<file path="src/sv/pidsd_pkg.sv">
package pidsd_pkg;

  // Field and state widths.
  localparam int GainW  = 16;
  localparam int LimW   = 15;
  localparam int CountW = 10;
  localparam int DataW  = 16;
  localparam int ErrW   = 17;
  // The integral is held within +/- (2^15 - 1) * 256, so 25 signed bits suffice.
  localparam int IntW   = 25;
  localparam int IdxW   = 3;

  typedef enum logic [IdxW-1:0] {
    RegGainP      = 3'd0,
    RegGainI      = 3'd1,
    RegGainD      = 3'd2,
    RegMaxDrive   = 3'd3,
    RegIntBound   = 3'd4,
    RegDeadband   = 3'd5,
    RegStallLimit = 3'd6
  } reg_idx_e;

  localparam logic [LimW-1:0]   MaxDriveRst   = 15'd16384;
  localparam logic [LimW-1:0]   IntBoundRst   = 15'd5000;
  localparam logic [LimW-1:0]   DeadbandRst   = 15'd5;
  localparam logic [CountW-1:0] StallLimitRst = 10'd1000;
  localparam logic [CountW-1:0] CountMax      = '1;

  typedef struct packed {
    logic [GainW-1:0]  gain_p;
    logic [GainW-1:0]  gain_i;
    logic [GainW-1:0]  gain_d;
    logic [LimW-1:0]   max_drive;
    logic [LimW-1:0]   integral_bound;
    logic [LimW-1:0]   deadband;
    logic [CountW-1:0] stall_limit;
  } cfg_t;

  typedef struct packed {
    logic signed [IntW-1:0] integral;
    logic signed [ErrW-1:0] prev_err;
    logic [CountW-1:0]      count;
    logic                   flag;
  } loop_state_t;

endpackage

</file>
<file path="src/sv/pidsd_step.sv">
module pidsd_step (
  input  pidsd_pkg::cfg_t        cfg_i,
  input  pidsd_pkg::loop_state_t state_i,
  input  logic                   action_i,
  input  logic signed [15:0]     measured_i,
  input  logic signed [15:0]     target_i,
  output pidsd_pkg::loop_state_t state_o,
  output logic signed [15:0]     drive_o,
  output logic                   stalled_o
);
  import pidsd_pkg::*;

  localparam int ProdW = 34;
  localparam int DProdW = 35;
  localparam int RawW = 35;
  localparam int SumW = 38;
  localparam int ScaledW = 46;

  logic signed [ErrW-1:0]    err;
  logic signed [ErrW:0]      err_diff;
  logic signed [ErrW-1:0]    gp, gi, gd;
  logic signed [ProdW-1:0]   p_prod, i_prod;
  logic signed [DProdW-1:0]  d_prod;
  logic signed [RawW-1:0]    int_raw;
  logic signed [SumW-1:0]    sum;
  logic signed [ScaledW-1:0] sum_w, sum_x100;
  logic signed [IntW-1:0]    int_lim, drv_lim, int_clamped, clamped;
  logic                      active, counts, tgt_zero, tgt_pos, dead;
  logic [ErrW-1:0]           abs_e;
  logic [20:0]               e_x10, t_x9;
  logic [CountW-1:0]         count_next;
  logic [IntW-2:0]           mag;
  logic [15:0]               mag_int;

  assign err = ErrW'(target_i) - ErrW'(measured_i);
  assign err_diff = (ErrW+1)'(err) - (ErrW+1)'(state_i.prev_err);

  assign gp = $signed({1'b0, cfg_i.gain_p});
  assign gi = $signed({1'b0, cfg_i.gain_i});
  assign gd = $signed({1'b0, cfg_i.gain_d});

  assign p_prod = gp * err;
  assign i_prod = gi * err;
  assign d_prod = gd * err_diff;

  // The raw sum takes the integral before it is clamped.
  assign int_raw = RawW'(state_i.integral) + RawW'(i_prod);
  assign sum = SumW'(p_prod) + SumW'(int_raw) + SumW'(d_prod);

  assign int_lim = $signed({2'b00, cfg_i.integral_bound, 8'h00});
  assign drv_lim = $signed({2'b00, cfg_i.max_drive, 8'h00});

  always_comb begin
    if (int_raw > RawW'(int_lim)) begin
      int_clamped = int_lim;
    end else if (int_raw < -RawW'(int_lim)) begin
      int_clamped = -int_lim;
    end else begin
      int_clamped = int_raw[IntW-1:0];
    end
  end

  // One percent test: sum * 100 >= max_drive * 256, with 100 = 64 + 32 + 4.
  assign sum_w = ScaledW'(sum);
  assign sum_x100 = (sum_w <<< 6) + (sum_w <<< 5) + (sum_w <<< 2);
  assign active = sum_x100 >= ScaledW'(drv_lim);

  // Ninety percent test without a divider: 10 * |e| > 9 * target.
  assign abs_e = err[ErrW-1] ? ErrW'(-err) : ErrW'(err);
  assign e_x10 = 21'({abs_e, 3'b000}) + 21'({abs_e, 1'b0});
  assign t_x9 = 21'({target_i[14:0], 3'b000}) + 21'(target_i[14:0]);
  assign tgt_zero = target_i == 16'sd0;
  assign tgt_pos = !target_i[15] && !tgt_zero;

  always_comb begin
    counts = 1'b0;
    if (tgt_pos) begin
      counts = e_x10 > t_x9;
    end else if (tgt_zero) begin
      counts = err != '0;
    end
  end

  always_comb begin
    count_next = state_i.count;
    if (active) begin
      if (!counts) begin
        count_next = '0;
      end else if (state_i.count != CountMax) begin
        count_next = state_i.count + 1'b1;
      end
    end
  end

  always_comb begin
    if (sum > SumW'(drv_lim)) begin
      clamped = drv_lim;
    end else if (sum < -SumW'(drv_lim)) begin
      clamped = -drv_lim;
    end else begin
      clamped = sum[IntW-1:0];
    end
  end

  assign mag = clamped[IntW-1] ? (IntW-1)'(-clamped) : (IntW-1)'(clamped);
  assign mag_int = mag[IntW-2:8];
  assign dead = (cfg_i.deadband != '0) && (mag < (IntW-1)'({cfg_i.deadband, 8'h00}));

  always_comb begin
    if (action_i) begin
      state_o   = '0;
      drive_o   = '0;
      stalled_o = 1'b0;
    end else begin
      state_o.integral = int_clamped;
      state_o.prev_err = err;
      state_o.count    = count_next;
      state_o.flag     = state_i.flag | (active && (count_next > cfg_i.stall_limit));
      if (dead) begin
        drive_o = '0;
      end else if (clamped[IntW-1]) begin
        drive_o = -$signed(mag_int);
      end else begin
        drive_o = $signed(mag_int);
      end
      stalled_o = state_o.flag;
    end
  end

endmodule

</file>
<file path="src/sv/pid_with_stall_detect.sv">
// Position-form PID controller with integral anti-windup, output clamp,
// deadband and blocked-motor detection. Each word on the input channel either
// runs one control step on a signed target and measurement or, with action
// set, clears the integral, the last error, the stall count and the sticky
// stall flag. Gains are unsigned Q8.8; the loop math keeps 8 fraction bits and
// drive is the clamped sum truncated toward zero. A word is taken into an
// input register, the whole control step is computed from it and lands in
// an output register, so one word per cycle is sustained while the output
// is not stalled, and the result is valid once the word has moved from the
// input register into the output register. The rate is set by the loop
// through the integral and the last-error registers, which are updated as
// each word moves into the output register. While a result is
// stalled, one more word is still taken into the input register. Registers
// are written through the configuration channel, which is always ready, and
// should only be written while no word is in flight.
module pid_with_stall_detect (
  input  logic                                 clk_i,
  input  logic                                 rst_ni,
  input  logic                                 cfg_valid_i,
  output logic                                 cfg_ready_o,
  input  logic [pidsd_pkg::IdxW-1:0]           cfg_index_i,
  input  logic [pidsd_pkg::DataW-1:0]          cfg_data_i,
  input  logic                                 in_valid_i,
  output logic                                 in_stall_o,
  input  logic                                 action_i,
  input  logic signed [15:0]                   measured_i,
  input  logic signed [15:0]                   target_i,
  output logic                                 out_valid_o,
  input  logic                                 out_stall_i,
  output logic signed [15:0]                   drive_o,
  output logic                                 stalled_o
);
  import pidsd_pkg::*;

  cfg_t               cfg_q;
  loop_state_t        state_q, state_d;
  logic               in_valid_q, in_valid_d;
  logic               action_q;
  logic signed [15:0] measured_q, target_q;
  logic               out_valid_q, out_valid_d;
  logic signed [15:0] drive_q, drive_d;
  logic               stalled_q, stalled_d;
  logic               accept, advance;

  // The input register moves on whenever the output register is empty or
  // being emptied in this cycle.
  assign advance    = in_valid_q && (!out_valid_q || !out_stall_i);
  assign in_stall_o = in_valid_q && !advance;
  assign accept     = in_valid_i && !in_stall_o;

  assign in_valid_d  = accept || (in_valid_q && !advance);
  assign out_valid_d = advance || (out_valid_q && out_stall_i);

  assign cfg_ready_o = 1'b1;

  pidsd_step u_step (
    .cfg_i      (cfg_q),
    .state_i    (state_q),
    .action_i   (action_q),
    .measured_i (measured_q),
    .target_i   (target_q),
    .state_o    (state_d),
    .drive_o    (drive_d),
    .stalled_o  (stalled_d)
  );

  always_ff @(posedge clk_i or negedge rst_ni) begin
    if (!rst_ni) begin
      cfg_q.gain_p         <= '0;
      cfg_q.gain_i         <= '0;
      cfg_q.gain_d         <= '0;
      cfg_q.max_drive      <= MaxDriveRst;
      cfg_q.integral_bound <= IntBoundRst;
      cfg_q.deadband       <= DeadbandRst;
      cfg_q.stall_limit    <= StallLimitRst;
    end else if (cfg_valid_i) begin
      case (reg_idx_e'(cfg_index_i))
        RegGainP:      cfg_q.gain_p         <= cfg_data_i;
        RegGainI:      cfg_q.gain_i         <= cfg_data_i;
        RegGainD:      cfg_q.gain_d         <= cfg_data_i;
        RegMaxDrive:   cfg_q.max_drive      <= cfg_data_i[LimW-1:0];
        RegIntBound:   cfg_q.integral_bound <= cfg_data_i[LimW-1:0];
        RegDeadband:   cfg_q.deadband       <= cfg_data_i[LimW-1:0];
        RegStallLimit: cfg_q.stall_limit    <= cfg_data_i[CountW-1:0];
        default: begin
        end
      endcase
    end
  end

  always_ff @(posedge clk_i or negedge rst_ni) begin
    if (!rst_ni) begin
      in_valid_q  <= 1'b0;
      out_valid_q <= 1'b0;
      state_q     <= '0;
    end else begin
      in_valid_q  <= in_valid_d;
      out_valid_q <= out_valid_d;
      if (advance) begin
        state_q <= state_d;
      end
    end
  end

  always_ff @(posedge clk_i) begin
    if (accept) begin
      action_q   <= action_i;
      measured_q <= measured_i;
      target_q   <= target_i;
    end
    if (advance) begin
      drive_q   <= drive_d;
      stalled_q <= stalled_d;
    end
  end

  assign out_valid_o = out_valid_q;
  assign drive_o     = drive_q;
  assign stalled_o   = stalled_q;

`ifndef SYNTHESIS
  // The stall flag only drops through a clear word.
  assert property (@(posedge clk_i) disable iff (!rst_ni)
    state_q.flag && !(advance && action_q) |=> state_q.flag)
    else $error("stall flag dropped without a clear");

  // A clear word leaves the whole loop state at zero.
  assert property (@(posedge clk_i) disable iff (!rst_ni)
    advance && action_q |=> state_q == '0)
    else $error("loop state not zeroed by a clear");

  // The flag rises only with a count beyond the limit.
  assert property (@(posedge clk_i) disable iff (!rst_ni)
    $rose(state_q.flag) |-> state_q.count > cfg_q.stall_limit)
    else $error("stall flag set with count within limit");

  // The result register never loses a stalled word to a new one.
  assert property (@(posedge clk_i) disable iff (!rst_ni)
    out_valid_q && out_stall_i |-> !advance)
    else $error("result overwritten while stalled");
`endif

endmodule

</file>
<file path="config.mk">
export PLATFORM = sky130hd
export DESIGN_NAME = pid_with_stall_detect
export DESIGN_NICKNAME = d
export VERILOG_FILES = /design/src/sv/pidsd_pkg.sv /design/src/sv/pidsd_step.sv /design/src/sv/pid_with_stall_detect.sv
export SDC_FILE = /design/constraint.sdc
export NUM_CORES = 2
export LEC_CHECK = 0
export BUFFER_PORTS_ARGS = -buffer_cell sky130_fd_sc_hd__buf_2
export CORE_MARGIN = 1.5
export CORE_UTILIZATION = 40
export DETAILED_ROUTE_END_ITERATION = 12
export GPL_ROUTABILITY_DRIVEN = 0
export PLACE_DENSITY = 0.62
export SETUP_SLACK_MARGIN = 0.15
export SLEW_MARGIN = 20
export SYNTH_ARGS = -nofsm -noshare
export SYNTH_HDL_FRONTEND = slang
export SYNTH_SLANG_ARGS = --single-unit
</file>
<file path="constraint.sdc">
create_clock -name clk_i -period 34.3 [get_ports clk_i]
set_input_delay 3.43 -clock clk_i [delete_from_list [all_inputs] [get_ports clk_i]]
set_output_delay 3.43 -clock clk_i [all_outputs]
set_load 0.01 [all_outputs]
</file>
==> metrics.md <==
| Metric | Value |
|---|---|
| Outcome | `completed` |
| CP startpoint | `target_q[0]` |
| Minimum clock period | `approximately 22 ns` |
| Initial antenna violation count | `8` |
| H-tree depth | `1` |
| Worst Hold Path EP | `state_q[0]` |
| Starting density of the core | `0.403` |
| CP Max Fanout | `24` |
| Final ANT Viol Nets | `0` |
| DP HPWL | `121000 µm` |
| Critical Path End Type | `flop` |
| Min-delay src | `state_q[0]` |
| Most numerous cell in the Yosys netlist | `inv_1` |
| Gr usage total | `0.231` |
| Seq/Total Area, Yosys | `0.105` |
| R2r startpoint | `target_q[0]` |
| Max-cap viol count | `0` |
| Number of setup violations in the final report | `0` |
| CTS Buf Count | `28` |
| Required @ worst endpoint | `34.78 ns` |
| Layout Skew | `between 0.03 and 0.04 ns` |
| Fmax | `0.0450 GHz` |
| Post-CTS sizing | `0` |
| Std-Cell Rows | `132` |
| Crit-path most repeated cell | `fa_1` |
| Setup slack, reg-to-reg | `12.07 ns` |
| TritonCTS clock tree | `yes` |
| Synth top area share | `0.343` |
| Post-synth EDFFs | `50` |
| R2R Path End | `drive_o[14]` |
| Main flop type after synthesis | `dfrtp_1` |
| Worst Reg2Reg Path Length in Cells | `75` |
| Number of distinct library cells after synthesis | `between 100 and 150` |
| Post-synthesis cell count | `5834` |
| Area delta synth->final | `6.63%` |
| Layout cells sized above 1 | `0.0658` |
| Clock-pin slew on the worst setup and hold paths | `0.06 ns` |
| Maximum clock path buffer count | `3` |
| Wirelength per Cell | `approximately 20 µm` |
| Setup crit start kind | `flop` |
| Die height | `365 µm` |
| Overflow after GRT | `0` |
| Worst-Margin Slew | `1.14 ns` |
| I/O Buffers | `75` |
| Vias in the first global route | `41927` |
| Arr. time, crit path | `approximately 23 ns` |
| Syn Area/Cell | `~9 µm²` |
| Mapped Area | `approximately 52000 µm²` |
| Hold violation total from the final report | `0` |
| Synth top area cells | `fa_1 34%, ha_1 14%, inv_1 9.0%, dfrtp_1 6.9%, nand2_1 4.5%` |
| Clk_lat worst skew | `~0.63 ns` |
| RSZ-0062 raised after global routing | `no` |
| Root buffer cell | `clkbuf_16` |
| Number of synthesized register bits | `208` |
| Routed WL | `150000 µm` |
| CP max-delay cell | `or3_1` |
| First-pass GRT wire length | `239000 µm` |
| Chip Width | `365 µm` |
| IO Count | `77` |
| Via count | `40284` |
| Die area | `133000 µm²` |
| Max incr delay on CP | `0.76 ns` |
| Core area | `130000 µm²` |
| DRC | `0` |
| Clock sink count | `between 200 and 250` |
| Crit share post-route | `0.648` |
| Final #Nets | `7326` |
| Setup bufs post-CTS | `0` |
| Relative slew margins | `0.234` |
| Initial DRC count | `3091` |
| Hold depth | `2` |
| Cts hold-fix bufs | `0` |
| Vias per cell | `approximately 5.3` |
| Hold Path Class | `flop to flop` |
| Async set-reset flop share out of synthesis | `0.760` |
| Pin count of the biggest net entering global routing | `60` |
| Yosys top cell by area | `fa_1` |
| Warnings, synthesis | `0` |
| Final setup TNS | `0 ns` |
| DR pass1 iterations | `8` |
| Slew Limit Fails | `0` |
| Syn nets | `7373` |
| Commonest cells in the netlist | `1250 x inv_1, 895 x fa_1, 625 x nand2_1` |
| Crit path kind | `flop to flop` |
-- critical path, delay by kind of cell, from the launching register on --
family                     cells  cell delay, ns
AOI/OAI and AO/OA             20            5.61
muxes                          1            0.25
adders and majority gates     20            8.64
buffers and inverters          9            0.71
and+or+nand+nor               22            5.10
DFF                            1            0.40
xor gates and xnor gates       3            1.31
-- layout by cell type, fill, tap and decap left out, drive strengths merged, types with 144 or more instances in the layout --
| cell | netlist | routed |
|---|---|---|
| a21oi | 213 | 213 |
| and2 | 289 | 289 |
| buf | 41 | 146 |
| dfrtp | 144 | 144 |
| fa | 895 | 895 |
| ha | 587 | 587 |
| inv | 1254 | 1256 |
| nand2 | 626 | 626 |
| nor2 | 186 | 186 |
| o21ai | 181 | 181 |
-- kinds of logic after synthesis --
family | share of synthesized area
adder cells (fa/ha/maj) | 0.483
other | 0.0000717
AND/OR/NAND/NOR | 0.152
XOR/XNOR | 0.0328
multiplexers | 0.0243
buffers and inverters | 0.107
AO/OA/AOI/OAI | 0.0962
flip-flops | 0.105
-- metrics by stage --
step / instance area [µm²] / hold slack (ns) / setup slack [ns] / instances / util
after floorplan: 52300 / 0.447 / 14.87 / 5834 / -
after global placement: 54700 / 0.466 / 12.83 / 7498 / 0.422
after detailed placement: 54700 / 0.469 / 12.49 / 7499 / 0.422
after CTS: 55800 / 0.485 / 12.40 / 7551 / 0.430
after global routing: 55800 / 0.527 / 10.84 / 7551 / 0.430
final: 55800 / 0.483 / 12.07 / 7552 / 0.430
-- layer usage --
layer  wire (µm)  up-vias  part of all wire  track usage
met3       11400      220             0.076       0.0361
met1       63600    20374              0.42        0.315
met4        4630        4             0.031       0.0650
met2       70400     1400              0.47        0.380
met5          23        -           0.00015            0
li1            -    18286                 -            -
-- state kept, by name, summed over array words and instances, names as in the netlist --
name	count
target_q	16
in_valid_q	1
drive_o	16
action_q	1
measured_q	16
cfg_q	103
out_valid_o	1
state_q	53
stalled_o	1
-- layout make-up --
cell class | count | area, µm²
inverters | 1255 | 4710
repair buffers | 146 | 922
flip-flops and latches | 208 | 5470
clock buffers | 36 | 771
multi-input cells | 4148 | 41400
well taps | 1742 | 2180
fillers | 12720 | 73900
diodes | 1 | 2.50
clock inverters | 16 | 298
-- worst max-delay path by stage --
stage / slack (ns) / end / cells after the start
3_5_place_dp: 12.49 / drive_o[14] / 75
3_3_place_gp: 12.83 / drive_o[8] / 77
6_report: 12.07 / drive_o[14] / 75
5_1_grt: 10.84 / drive_o[8] / 78
2_1_floorplan: 14.87 / drive_o[14] / 82
4_1_cts: 12.40 / drive_o[14] / 75
Power is left out: the tool's default activity adds up to more than one toggle a clock period on the data nets, which glitch-free logic cannot reach.
